[config.mk]
export PLATFORM = sky130hd
export DESIGN_NAME = modular_exponentiation
export DESIGN_NICKNAME = d
export VERILOG_FILES = /design/src/rtl/mexp_pkg.sv /design/src/rtl/modular_exponentiation.sv /design/src/rtl/mexp_datapath.sv /design/src/rtl/mexp_ctrl.sv
export SDC_FILE = /design/constraint.sdc
export NUM_CORES = 1
export LEC_CHECK = 0
export BUFFER_PORTS_ARGS = -buffer_cell sky130_fd_sc_hd__clkbuf_2
export CORE_MARGIN = 2
export CORE_UTILIZATION = 55
export CTS_CLUSTER_DIAMETER = 50
export DETAILED_ROUTE_END_ITERATION = 8
export PLACE_DENSITY = 0.82
export SYNTH_ARGS = -nofsm -noshare
export SYNTH_HDL_FRONTEND = slang
export SYNTH_HIERARCHICAL = 1
export SYNTH_SLANG_ARGS = --single-unit
[constraint.sdc]
create_clock -name clk -period 8.4 [get_ports clk]
set_clock_uncertainty 0.2 [all_clocks]
set_input_delay 1.26 -clock clk [delete_from_list [all_inputs] [get_ports clk]]
set_output_delay 1.26 -clock clk [all_outputs]
set_load 0.01 [all_outputs]
[src/rtl/mexp_pkg.sv]
`timescale 1ns / 1ps
package mexp_pkg;

	localparam int DATA_W = 32;
	localparam int REG_W  = 32;
	localparam int ADDR_W = 1;

	localparam logic [ADDR_W-1:0] REG_EXPONENT = 1'b0;
	localparam logic [ADDR_W-1:0] REG_MODULUS  = 1'b1;

	// multiply unit operations
	typedef enum logic [1:0] {
		OP_RED,  // base * 1, reduces the base
		OP_MUL,  // acc * sq
		OP_SQR   // sq * sq
	} mop_t;

	typedef enum logic [2:0] {
		S_IDLE,
		S_RED,
		S_CHKM,
		S_MUL,
		S_CHKS,
		S_SQR,
		S_OUT
	} state_t;

	typedef struct packed {
		logic load;
		logic start;
		mop_t op;
		logic out_load;
	} cmd_t;

	typedef struct packed {
		logic busy;
		logic done;
		logic e_lsb;
		logic e_more;
	} status_t;

endpackage

[src/rtl/modular_exponentiation.sv]
`timescale 1ns / 1ps
// channel  dir  signals                       word
// s_axis   in   tvalid tready tdata[TW-1:0]   base in low WIDTH bits, TW = WIDTH up to whole bytes
// m_axis   out  tvalid tready tdata[TW-1:0]   power in low WIDTH bits, zero-filled above
// cfg      in   cfg_we cfg_addr cfg_wdata     0 exponent, 1 modulus
//
// Steps per word: accept the base, reduce it, then per exponent bit up to its top set bit
// a check plus a multiply when the bit is set, and a check plus a square when higher bits
// remain; finally load the output. Reduction, multiply and square all run on the single
// bit-serial modular multiplier.
// Reset: exponent 1, modulus 2, no word in flight.
// A finished word waits in the output register; the next base is taken meanwhile. A second
// finished word holds the block in its output state until the first one is taken.
module modular_exponentiation #(
	parameter int WIDTH = 32
) (
	input  logic                            clk,
	input  logic                            arst_n,
	input  logic                            s_axis_tvalid,
	output logic                            s_axis_tready,
	input  logic [((WIDTH + 7) / 8) * 8 - 1:0] s_axis_tdata,  // base
	output logic                            m_axis_tvalid,
	input  logic                            m_axis_tready,
	output logic [((WIDTH + 7) / 8) * 8 - 1:0] m_axis_tdata,  // power
	input  logic                            cfg_we,
	input  logic [mexp_pkg::ADDR_W-1:0]     cfg_addr,
	input  logic [mexp_pkg::REG_W-1:0]      cfg_wdata
);
	import mexp_pkg::*;

	localparam int TDATA_W = ((WIDTH + 7) / 8) * 8;

	logic [WIDTH-1:0] exp_q, mod_q, power;
	cmd_t             cmd;
	status_t          status;

	// key registers, low WIDTH bits kept
	always_ff @(posedge clk or negedge arst_n) begin
		if (!arst_n) begin
			exp_q <= WIDTH'(1);
			mod_q <= WIDTH'(2);
		end else if (cfg_we) begin
			unique case (cfg_addr)
				REG_EXPONENT: exp_q <= cfg_wdata[WIDTH-1:0];
				REG_MODULUS:  mod_q <= cfg_wdata[WIDTH-1:0];
				default: ;
			endcase
		end
	end

	mexp_ctrl u_ctrl (
		.clk       (clk),
		.arst_n    (arst_n),
		.in_valid  (s_axis_tvalid),
		.in_ready  (s_axis_tready),
		.out_valid (m_axis_tvalid),
		.out_ready (m_axis_tready),
		.cmd       (cmd),
		.status    (status)
	);

	mexp_datapath #(.WIDTH(WIDTH)) u_dp (
		.clk      (clk),
		.arst_n   (arst_n),
		.cmd      (cmd),
		.status   (status),
		.base     (s_axis_tdata[WIDTH-1:0]),
		.exponent (exp_q),
		.modulus  (mod_q),
		.power    (power)
	);

	assign m_axis_tdata = TDATA_W'(power);

	// the multiplier is never busy while a new base can be taken
	a_idle_mul: assert property (@(posedge clk) disable iff (!arst_n)
		s_axis_tready |-> !status.busy)
		else $error("multiplier busy while accepting");

	// a nonzero exponent and a nonzero modulus give a reduced result
	a_reduced: assert property (@(posedge clk) disable iff (!arst_n)
		m_axis_tvalid && mod_q != '0 && exp_q != '0 |-> power < mod_q)
		else $error("result not reduced");

	// exponent zero gives one
	a_exp_zero: assert property (@(posedge clk) disable iff (!arst_n)
		m_axis_tvalid && exp_q == '0 |-> power == WIDTH'(1))
		else $error("exponent zero result not one");

endmodule

[src/rtl/mexp_datapath.sv]
`timescale 1ns / 1ps
module mexp_datapath #(
	parameter int WIDTH = 32
) (
	input  logic             clk,
	input  logic             arst_n,
	input  mexp_pkg::cmd_t    cmd,
	output mexp_pkg::status_t status,
	input  logic [WIDTH-1:0] base,
	input  logic [WIDTH-1:0] exponent,
	input  logic [WIDTH-1:0] modulus,
	output logic [WIDTH-1:0] power
);
	import mexp_pkg::*;

	localparam int CW = $clog2(WIDTH + 1);

	logic [WIDTH-1:0] acc_q, sq_q, e_q, m_q, a_q, b_q, r_q, out_q;
	logic [CW-1:0]    cnt_q;
	logic             busy_q;
	mop_t             op_q;

	logic [WIDTH+1:0] t, m1, m2;
	logic [WIDTH-1:0] r_next;
	logic             done;

	// one bit of the multiplier per cycle, MSB first, reduced every step
	always_comb begin
		m1 = {2'b00, m_q};
		m2 = {1'b0, m_q, 1'b0};
		t  = {1'b0, r_q, 1'b0} + (a_q[WIDTH-1] ? {2'b00, b_q} : '0);
		if (m_q == '0) begin
			r_next = t[WIDTH-1:0];
		end else if (t >= m2) begin
			r_next = WIDTH'(t - m2);
		end else if (t >= m1) begin
			r_next = WIDTH'(t - m1);
		end else begin
			r_next = t[WIDTH-1:0];
		end
	end

	assign done = busy_q && (cnt_q == CW'(1));

	always_ff @(posedge clk or negedge arst_n) begin
		if (!arst_n) begin
			busy_q <= 1'b0;
			cnt_q  <= '0;
		end else if (cmd.start) begin
			busy_q <= 1'b1;
			cnt_q  <= CW'(WIDTH);
		end else if (busy_q) begin
			cnt_q <= cnt_q - CW'(1);
			if (done) begin
				busy_q <= 1'b0;
			end
		end
	end

	always_ff @(posedge clk) begin
		if (cmd.load) begin
			acc_q <= WIDTH'(1);
			e_q   <= exponent;
			m_q   <= modulus;
		end
		if (cmd.start) begin
			op_q <= cmd.op;
			r_q  <= '0;
			unique case (cmd.op)
				OP_RED: begin
					a_q <= base;
					b_q <= WIDTH'(1);
				end
				OP_MUL: begin
					a_q <= acc_q;
					b_q <= sq_q;
				end
				default: begin
					a_q <= sq_q;
					b_q <= sq_q;
				end
			endcase
		end else if (busy_q) begin
			r_q <= r_next;
			a_q <= {a_q[WIDTH-2:0], 1'b0};
			if (done) begin
				unique case (op_q)
					OP_RED: sq_q <= r_next;
					OP_MUL: acc_q <= r_next;
					default: begin
						sq_q <= r_next;
						e_q  <= {1'b0, e_q[WIDTH-1:1]};
					end
				endcase
			end
		end
		if (cmd.out_load) begin
			out_q <= acc_q;
		end
	end

	assign status.busy   = busy_q;
	assign status.done   = done;
	assign status.e_lsb  = e_q[0];
	assign status.e_more = |e_q[WIDTH-1:1];
	assign power         = out_q;

endmodule

[src/rtl/mexp_ctrl.sv]
`timescale 1ns / 1ps
module mexp_ctrl (
	input  logic              clk,
	input  logic              arst_n,
	input  logic              in_valid,
	output logic              in_ready,
	output logic              out_valid,
	input  logic              out_ready,
	output mexp_pkg::cmd_t    cmd,
	input  mexp_pkg::status_t status
);
	import mexp_pkg::*;

	state_t state_q, state_nxt;
	logic   out_valid_q;

	always_ff @(posedge clk or negedge arst_n) begin
		if (!arst_n) begin
			state_q     <= S_IDLE;
			out_valid_q <= 1'b0;
		end else begin
			state_q <= state_nxt;
			if (cmd.out_load) begin
				out_valid_q <= 1'b1;
			end else if (out_ready) begin
				out_valid_q <= 1'b0;
			end
		end
	end

	always_comb begin
		state_nxt = state_q;
		unique case (state_q)
			S_IDLE: if (in_valid) state_nxt = S_RED;
			S_RED:  if (status.done) state_nxt = S_CHKM;
			S_CHKM: state_nxt = status.e_lsb ? S_MUL : S_CHKS;
			S_MUL:  if (status.done) state_nxt = S_CHKS;
			S_CHKS: state_nxt = status.e_more ? S_SQR : S_OUT;
			S_SQR:  if (status.done) state_nxt = S_CHKM;
			S_OUT:  if (!out_valid_q || out_ready) state_nxt = S_IDLE;
			default: state_nxt = S_IDLE;
		endcase
	end

	always_comb begin
		cmd      = '0;
		cmd.op   = OP_RED;
		in_ready = 1'b0;
		unique case (state_q)
			S_IDLE: begin
				in_ready  = 1'b1;
				cmd.load  = in_valid;
				cmd.start = in_valid;
			end
			S_CHKM: begin
				cmd.start = status.e_lsb;
				cmd.op    = OP_MUL;
			end
			S_CHKS: begin
				cmd.start = status.e_more;
				cmd.op    = OP_SQR;
			end
			S_OUT: cmd.out_load = !out_valid_q || out_ready;
			default: ;
		endcase
	end

	assign out_valid = out_valid_q;

endmodule
After elaboration in Yosys (flattened, before gate mapping)

Cells that the tools add are included.

Add/sub/neg operators: 4
Magnitude comparators: 2
Eq/ne operators: 13
Muxes and demuxes: 36
Bitwise operators: 3
Reductions and logical operators: 16

Operator list:

| operator                                             | number |
|---|---|
| two-way mux 32 bit                                   | 16 |
| case mux 32 bit (2 select lines)                     | 1 |
| subtractor 32 bit                                    | 2 |
| adder 33 x 32 -> 34 bit                              | 1 |
| greater-or-equal comparator 34 x 32 -> 1 bit         | 1 |
| greater-or-equal comparator 34 x 33 -> 1 bit         | 1 |
| logical NOT 32 bit                                   | 1 |
| OR reduction 31 bit                                  | 1 |
| case mux 3 bit (6 select lines)                      | 1 |
| two-way mux 3 bit                                    | 5 |
| two-way mux 6 bit                                    | 2 |
| equality test 3 bit (second input constant)          | 3 |
| two-way mux 1 bit                                    | 8 |
| AND reduction 4 bit                                  | 2 |
| equality test 3 x 2 -> 1 bit (second input constant) | 2 |
| equality test 6 x 1 -> 1 bit (second input constant) | 1 |
| != test 2 x 1 -> 1 bit (second input constant)       | 3 |
| subtractor 6 x 1 -> 6 bit (second input constant)    | 1 |
| equality test 2 x 1 -> 1 bit (second input constant) | 2 |
| logical NOT 2 bit                                    | 2 |
| case mux 2 bit (2 select lines)                      | 1 |
| AND reduction 2 bit                                  | 2 |
| nonzero test 2 bit                                   | 2 |
| OR reduction 2 bit                                   | 2 |
| 9 further kinds                                      | 11 |

Bits in registers: 333
Input bits: 70
Output and inout port bits: 34
Word-level logic and storage cells: 89

Longest topological paths before layout

Gate-level depths: netlist of the first run.

Word-level depth: 10
Depth in mapped cells: 25
Mapped depth without buffers: 21

Cells and area by module

Netlist of the first run, hierarchy kept.

Modules (own cells, without submodules):

| module                 | instances | cells each | area an instance (um2) | seq. area each (um2) |
|---|---|---|---|---|
| mexp_datapath          | 1         | 1674       | 16225.6                | 6961.7 |
| modular_exponentiation | 1         | 137        | 2428.6                 | 1604.0 |
| mexp_ctrl              | 1         | 40         | 327.8                  | 100.1 |

Worst setup path before layout of the first run

No wires, ideal clock.

Kind: reg-to-reg
From: register u_dp.a_q[31]
To: register u_dp.sq_q[11], data pin
Library setup time: 0.268 ns
Data arrival time: 5.132 ns
Data required time: 7.932 ns
Path slack: 2.800 ns
Cell stages (with the launch flop): 23
Buffers on the path: 3
Clock period less this slack: 5.600 ns
Cells stage by stage: edfxtp_1 clkbuf_1 and2_1 ha_1 o211a_1 o21a_2 o311a_4 o41ai_1 o21ai_0 a31oi_1 xnor2_1 ha_1 nand2_1 o21ai_0 o21a_1 and3_1 a221oi_1 mux2i_2 and2_4 buf_8 buf_8 a222oi_1 inv_1

Cells in the longest elaborated chain, start to end: 6
Elaborated cells on any way between the ends: 9
Classes of those cells: 3 x add/sub; 2 x order compare; 4 x mux

Ends and longest elaborated chain:

| what                                                                                     | line                                     | text |
|---|---|---|
| from (decl)                                                                              | mexp_datapath.sv:18                      | `logic [WIDTH-1:0] acc_q, sq_q, e_q, m_q, a_q, b_q, r_q, out_q;` |
| from (signal assigned)                                                                   | mexp_datapath.sv:71                      | `a_q <= base;` |
| from (signal assigned)                                                                   | mexp_datapath.sv:75                      | `a_q <= acc_q;` |
| from (signal assigned)                                                                   | mexp_datapath.sv:79                      | `a_q <= sq_q;` |
| two-way mux 32 bit *                                                                     | mexp_datapath.sv:31                      | `t = {1'b0, r_q, 1'b0} + (a_q[WIDTH-1] ? {2'b00, b_q} : '0);` |
| adder 33 x 32 -> 34 bit *                                                                | mexp_datapath.sv:31                      |  |
| subtractor 32 bit / greater-or-equal comparator 34 x 32 -> 1 bit (equally long branches) | mexp_datapath.sv:37, mexp_datapath.sv:36 |  |
| two-way mux 32 bit                                                                       | mexp_datapath.sv:36                      | `end else if (t >= m1) begin` |
| two-way mux 32 bit                                                                       | mexp_datapath.sv:34                      | `end else if (t >= m2) begin` |
| two-way mux 32 bit *                                                                     | mexp_datapath.sv:32                      | `if (m_q == '0) begin` |
| net u_dp.r_next[11]                                                                      | mexp_datapath.sv:24                      | `logic [WIDTH-1:0] r_next;` |
| to (signal assigned)                                                                     | mexp_datapath.sv:88                      | `OP_RED: sq_q <= r_next;` |
| to (signal assigned)                                                                     | mexp_datapath.sv:91                      | `sq_q <= r_next;` |
| to (decl)                                                                                | mexp_datapath.sv:18                      |  |

Mark *: on every way through the listed nets, which the timed path passes. The rest lies on a longest branch.
A chain may end at the register's enable or synchronous reset.

Worst setup path after layout of the first run

From: register u_dp.a_q[31]
To: register u_dp.sq_q[17], data pin

Same word-level chain as after synthesis.

==> results of run 1 <==
==> stage by stage <==
step | area [µm²] | setup WS (ns) | util [%] | hold slack [ns] | instances
3_3_place_gp | 19800 | 1.63 | 57.7 | 0.227 | 2332
6_report | 21100 | 1.30 | 61.5 | 0.243 | 2402
2_1_floorplan | 19000 | 2.80 | - | 0.219 | 1850
4_1_cts | 21100 | 1.49 | 61.5 | 0.243 | 2402
5_1_grt | 21100 | 0.797 | 61.5 | 0.254 | 2402
3_5_place_dp | 19800 | 1.52 | 57.7 | 0.229 | 2332
==> worst max-delay path, stage by stage, from the launching register on <==
cell      delay (ns)
edfxtp_1        0.91
nand2_1         0.21
inv_1           0.11
ha_1            0.23
a21o_1          0.17
o21a_2          0.22
o311a_4         0.40
o41ai_1         0.50
o21ai_0         0.27
a31oi_1         0.25
xnor2_1         0.16
ha_1            0.40
nand2_1         0.20
o21ai_0         0.38
o21a_1          0.23
and3_1          0.19
a221oi_1        0.09
mux2i_2         0.43
o21ai_4         0.29
a222oi_1        0.87
inv_1           0.09
==> metal layers <==
metal	track usage [%]	part of all wire, %
met2	41.1	44
met4	7.84	2.8
met3	4.19	8.1
met5	0	0.025
met1	38.3	45
==> worst paths after layout <==
path                                            to  slack (ns)  cells after the start
max                        u_dp/sq_q[17]$_DFFE_PP_        1.30                     20
min                         u_dp/m_q[31]$_DFFE_PP_        0.24                      0
max reg2reg                u_dp/sq_q[17]$_DFFE_PP_        1.30                     20
min reg2reg                 u_dp/m_q[31]$_DFFE_PP_        0.24                      0
max in group asynchronous     mod_q[8]$_DFFE_PN0P_        6.69                      1
min in group asynchronous    exp_q[26]$_DFFE_PN0P_        0.68                      1
==> cell type report <==
class	count	share of cell area [%]
sequential	333	41.1
inverter	92	1.64
clock inverter	21	1.19
multi-input combinational	1337	45.5
clock buffer	49	5.00
tap	455	2.70
timing repair buffer	115	2.88
==> cell usage in the layout (no fill, tap or decap), drive strengths merged, types with 18 or more instances in the layout <==
cell type    n
edfxtp     162
clkbuf     151
a21oi      135
o21ai      124
nor2       117
nand2      113
inv         99
ha          97
dfxtp       96
mux2        96
dfrtp       73
mux2i       69
nand3       55
xnor2       50
nor2b       42
and2        41
a21o        37
a211oi      28
nand2b      23
xor2        23
nor4        19
nand4       18
o21a        18
==> metrics.txt, run 1 <==
nets@finish 2087; CTS tree built; final hold violation count 0; Max Clock Freq 141 MHz; clock sink count 333; largest net degree at the start of global routing 76; syn nets 2020; Antenna diodes 0; Vias 14900; syn avg cell area 10.3 µm²; Reg area 0.00867 mm²; Clock Latency Late Sink 0.54 ns; final setup violation count 0; TritonCTS buffer count 38; Max-cap violations 0; Layout area overhead 11.1%; Tot GR Track Use 26.4%; vias in the first global route 14200; clock buffer depth 3; Port Buf Inserts 103; Final Max Tran Viols 0; Cells after Synth 1850; total congestion overflow 0; crit path DAT 7.15 ns; starting density of the core 55.3%; First-pass DRT Iterations 9; clk root buf clkbuf_16; Post-CTS Resized 0; final wirelength 48200 µm; detailed placement HPWL 34900 µm; RSZ-0062 raised after global routing no; ANT nets after route 0; layout cell share with drive strength beyond 1 16.3%; Crit. Startpoint u_dp/a_q[31]$_DFFE_PP_; Routed WL per cell 20.0 µm; CP required 8.45 ns; CTS H-tree depth 2; Top Ports 104; gpl congestion 0.968; Worst Max-Slew Pin Slew 1.31 ns; crit path capture type flip-flop; Core Rows 68; Synth Cell Area 0.0190 mm²; Ys Warns 6; DIE WIDTH 190 µm; initial drt markers 1218; die area 0.0360 mm²; r2r startpoint u_dp/a_q[31]$_DFFE_PP_; Die Ht 190 µm; sum of negative setup slack 0 ns; Hold WC Path Type flip-flop to flip-flop; first-pass GRT wire length 75800 µm; DR DRC count 0; crit path time final 7.10 ns; Critical Path Source Type flip-flop; multi-input logic area 0.00959 mm²; Vias per Instance 6.19; initial antenna violation count 1; Post-CTS Setup Repair Bufs 0; Crit Path Class flip-flop to flip-flop; CORE AREA 0.0343 mm²; crit-path max FO 32; Fill cells 2744; Slew headroom 12.8%; outcome complete, no violations; clock slew at reported path FFs 0.06 ns; hold path start mod_q[31]$_DFFE_PN0P_; period utilization 84.5%; cts hold-fix bufs 0
Power of run 1 is left out: the tool's default activity adds up to more than one toggle a clock period on the data nets, which glitch-free logic cannot reach.
==> inputs of run 2 (changes only) <==
--- a/config.mk
+++ b/config.mk
@@ -10,7 +10,7 @@
 export CORE_UTILIZATION = 55
 export CTS_CLUSTER_DIAMETER = 50
 export DETAILED_ROUTE_END_ITERATION = 8
-export PLACE_DENSITY = 0.82
+export PLACE_DENSITY = 0.85
 export SYNTH_ARGS = -nofsm -noshare
 export SYNTH_HDL_FRONTEND = slang
 export SYNTH_HIERARCHICAL = 1
==> constraint.sdc (replaced) <==
create_clock -name clk -period 6.3 [get_ports clk]
set_clock_uncertainty 0.2 [all_clocks]
set_input_delay 0.945 -clock clk [delete_from_list [all_inputs] [get_ports clk]]
set_output_delay 0.945 -clock clk [all_outputs]
set_load 0.01 [all_outputs]
==> metrics.txt, run 2 (synthesis gave the netlist of run 1 again) <==
outcome complete, no violations; CORE AREA 0.0343 mm²; placed cells 2368; Vias 15100; RSZ-0062 raised after global routing yes; period utilization 97.0%; DR DRC count 0; clock sink count 333; final setup violation count 0; Antenna diodes 0; Layout area overhead 14.1%; Max-cap violations 0; PnR worst setup slack 0.187 ns; Die Ht 190 µm; Tot GR Track Use 28.1%; nets@finish 2135; detailed placement HPWL 36900 µm; total congestion overflow 0; cts hold-fix bufs 0; CTS H-tree depth 2; CP required 6.41 ns; crit-path max FO 19; gpl congestion 0.963; Port Buf Inserts 103; ANT nets after route 0; post-place setup slack -0.409 ns; CTS tree built; Hold WC Path Type flip-flop to flip-flop; crit path time final 6.11 ns; final hold slack 0.233 ns; clk root buf clkbuf_16; initial drt markers 1353; clock buffer depth 3; final std cells w/o fill 2450; Worst Max-Slew Pin Slew 1.13 ns; final hold violation count 0; Top Ports 104; Crit Path Class flip-flop to flip-flop; die area 0.0360 mm²; crit path capture type flip-flop; largest net degree at the start of global routing 76; Routed WL per cell 20.7 µm; first-pass GRT wire length 79600 µm; commonest non-fill, non-tap cell in the layout edfxtp_1; Max Clock Freq 164 MHz; TritonCTS buffer count 38; Final Core Density 63.1%; most frequent cells in the layout 162 x edfxtp_1, 133 x a21oi_1, 115 x nor2_1; Clock Latency Late Sink 0.55 ns; First-pass DRT Iterations 5; Core Rows 68; crit path DAT 6.22 ns; DIE WIDTH 190 µm; starting density of the core 55.3%; Critical Path Source Type flip-flop; Slew headroom 24.8%; clock slew at reported path FFs 0.06 ns; Final Max Tran Viols 0; Vias per Instance 6.18; initial antenna violation count 0; Fill cells 2706; vias in the first global route 14500; layout cell share with drive strength beyond 1 19.9%; final wirelength 50700 µm
-- run 2: cell count changes in the layout (fill, tap and decap cells not counted), sizes merged --
| cell | change |
|---|---|
| clkinv | +1 |
| bufinv | -1 |
| clkbuf | +2 |
| inv | -1 |
| clkinvlp | -1 |
| buf | +48 |
-- run 2: final cells by class --
class	count	area (µm²)	area share, %
clock buffer	51	1070	4.95
clock inverter	19	206	0.953
inverter	92	345	1.59
multi-input combinational	1337	9790	45.2
sequential	333	8670	40.0
tap	455	569	2.63
timing repair buffer	163	1010	4.65
-- run 2: worst max-delay path: stages, from the launching register on --
cell and delay [ns]:
edfxtp_1 0.49, and2_4 0.19, ha_1 0.32, o211a_1 0.22, o21a_2 0.14, o311a_4 0.41
o41ai_4 0.22, buf_4 0.18, o21ai_1 0.09, a31oi_1 0.24, xnor2_2 0.17, ha_1 0.34
and4_4 0.23, nand4_1 0.20, or3_4 0.39, nor4_4 0.36, o32ai_1 0.14, buf_4 0.17
nand3_1 0.11, buf_4 0.14, o21ai_4 0.06, buf_12 0.19, a222oi_1 0.42, buf_4 0.21
inv_1 0.05
-- run 2: path summary, 6_finish.rpt --
kind	end	slack, ns	startpoint	depth (start not counted)
max	u_dp/sq_q[16]$_DFFE_PP_	0.19	u_dp/a_q[31]$_DFFE_PP_	24
min	u_dp/m_q[19]$_DFFE_PP_	0.23	mod_q[19]$_DFFE_PN0P_	0
max reg2reg	u_dp/sq_q[16]$_DFFE_PP_	0.19	u_dp/a_q[31]$_DFFE_PP_	24
min reg2reg	u_dp/m_q[19]$_DFFE_PP_	0.23	mod_q[19]$_DFFE_PN0P_	0
max in group asynchronous	mod_q[5]$_DFFE_PN0P_	4.90	arst_n	1
min in group asynchronous	exp_q[26]$_DFFE_PN0P_	0.35	arst_n	1
-- run 2: through the flow --
step | area [µm²] | TNS [ns]
2_1_floorplan | 19000 | 0
3_3_place_gp | 20100 | -5.96
3_5_place_dp | 20100 | -9.90
4_1_cts | 21400 | 0
5_1_grt | 21700 | -0.0355
6_report | 21700 | 0
-- run 2: timing repair --
| action | 4_1_cts | 5_1_grt |
|---|---|---|
| buffers inserted | 3 | 9 |
| endpoints found under the hold margin | 0 | 0 |
| setup endpoints to repair | 74 | 96 |
| pin swaps | 3 | 13 |
| gates resized for setup | 7 | 35 |
-- run 2: layer usage --
| metal | GRT usage, % | share of wire, % | vias up | routed length, µm |
|---|---|---|---|---|
| met3 | 4.26 | 7.4 | 84 | 3740 |
| met4 | 7.87 | 2.5 | 0 | 1270 |
| met5 | 0 | 0 | - | 0 |
| li1 | - | - | 7065 | - |
| met2 | 45.2 | 46 | 664 | 23200 |
| met1 | 39.6 | 44 | 7333 | 22500 |
Power of run 2 is left out for the same reason.
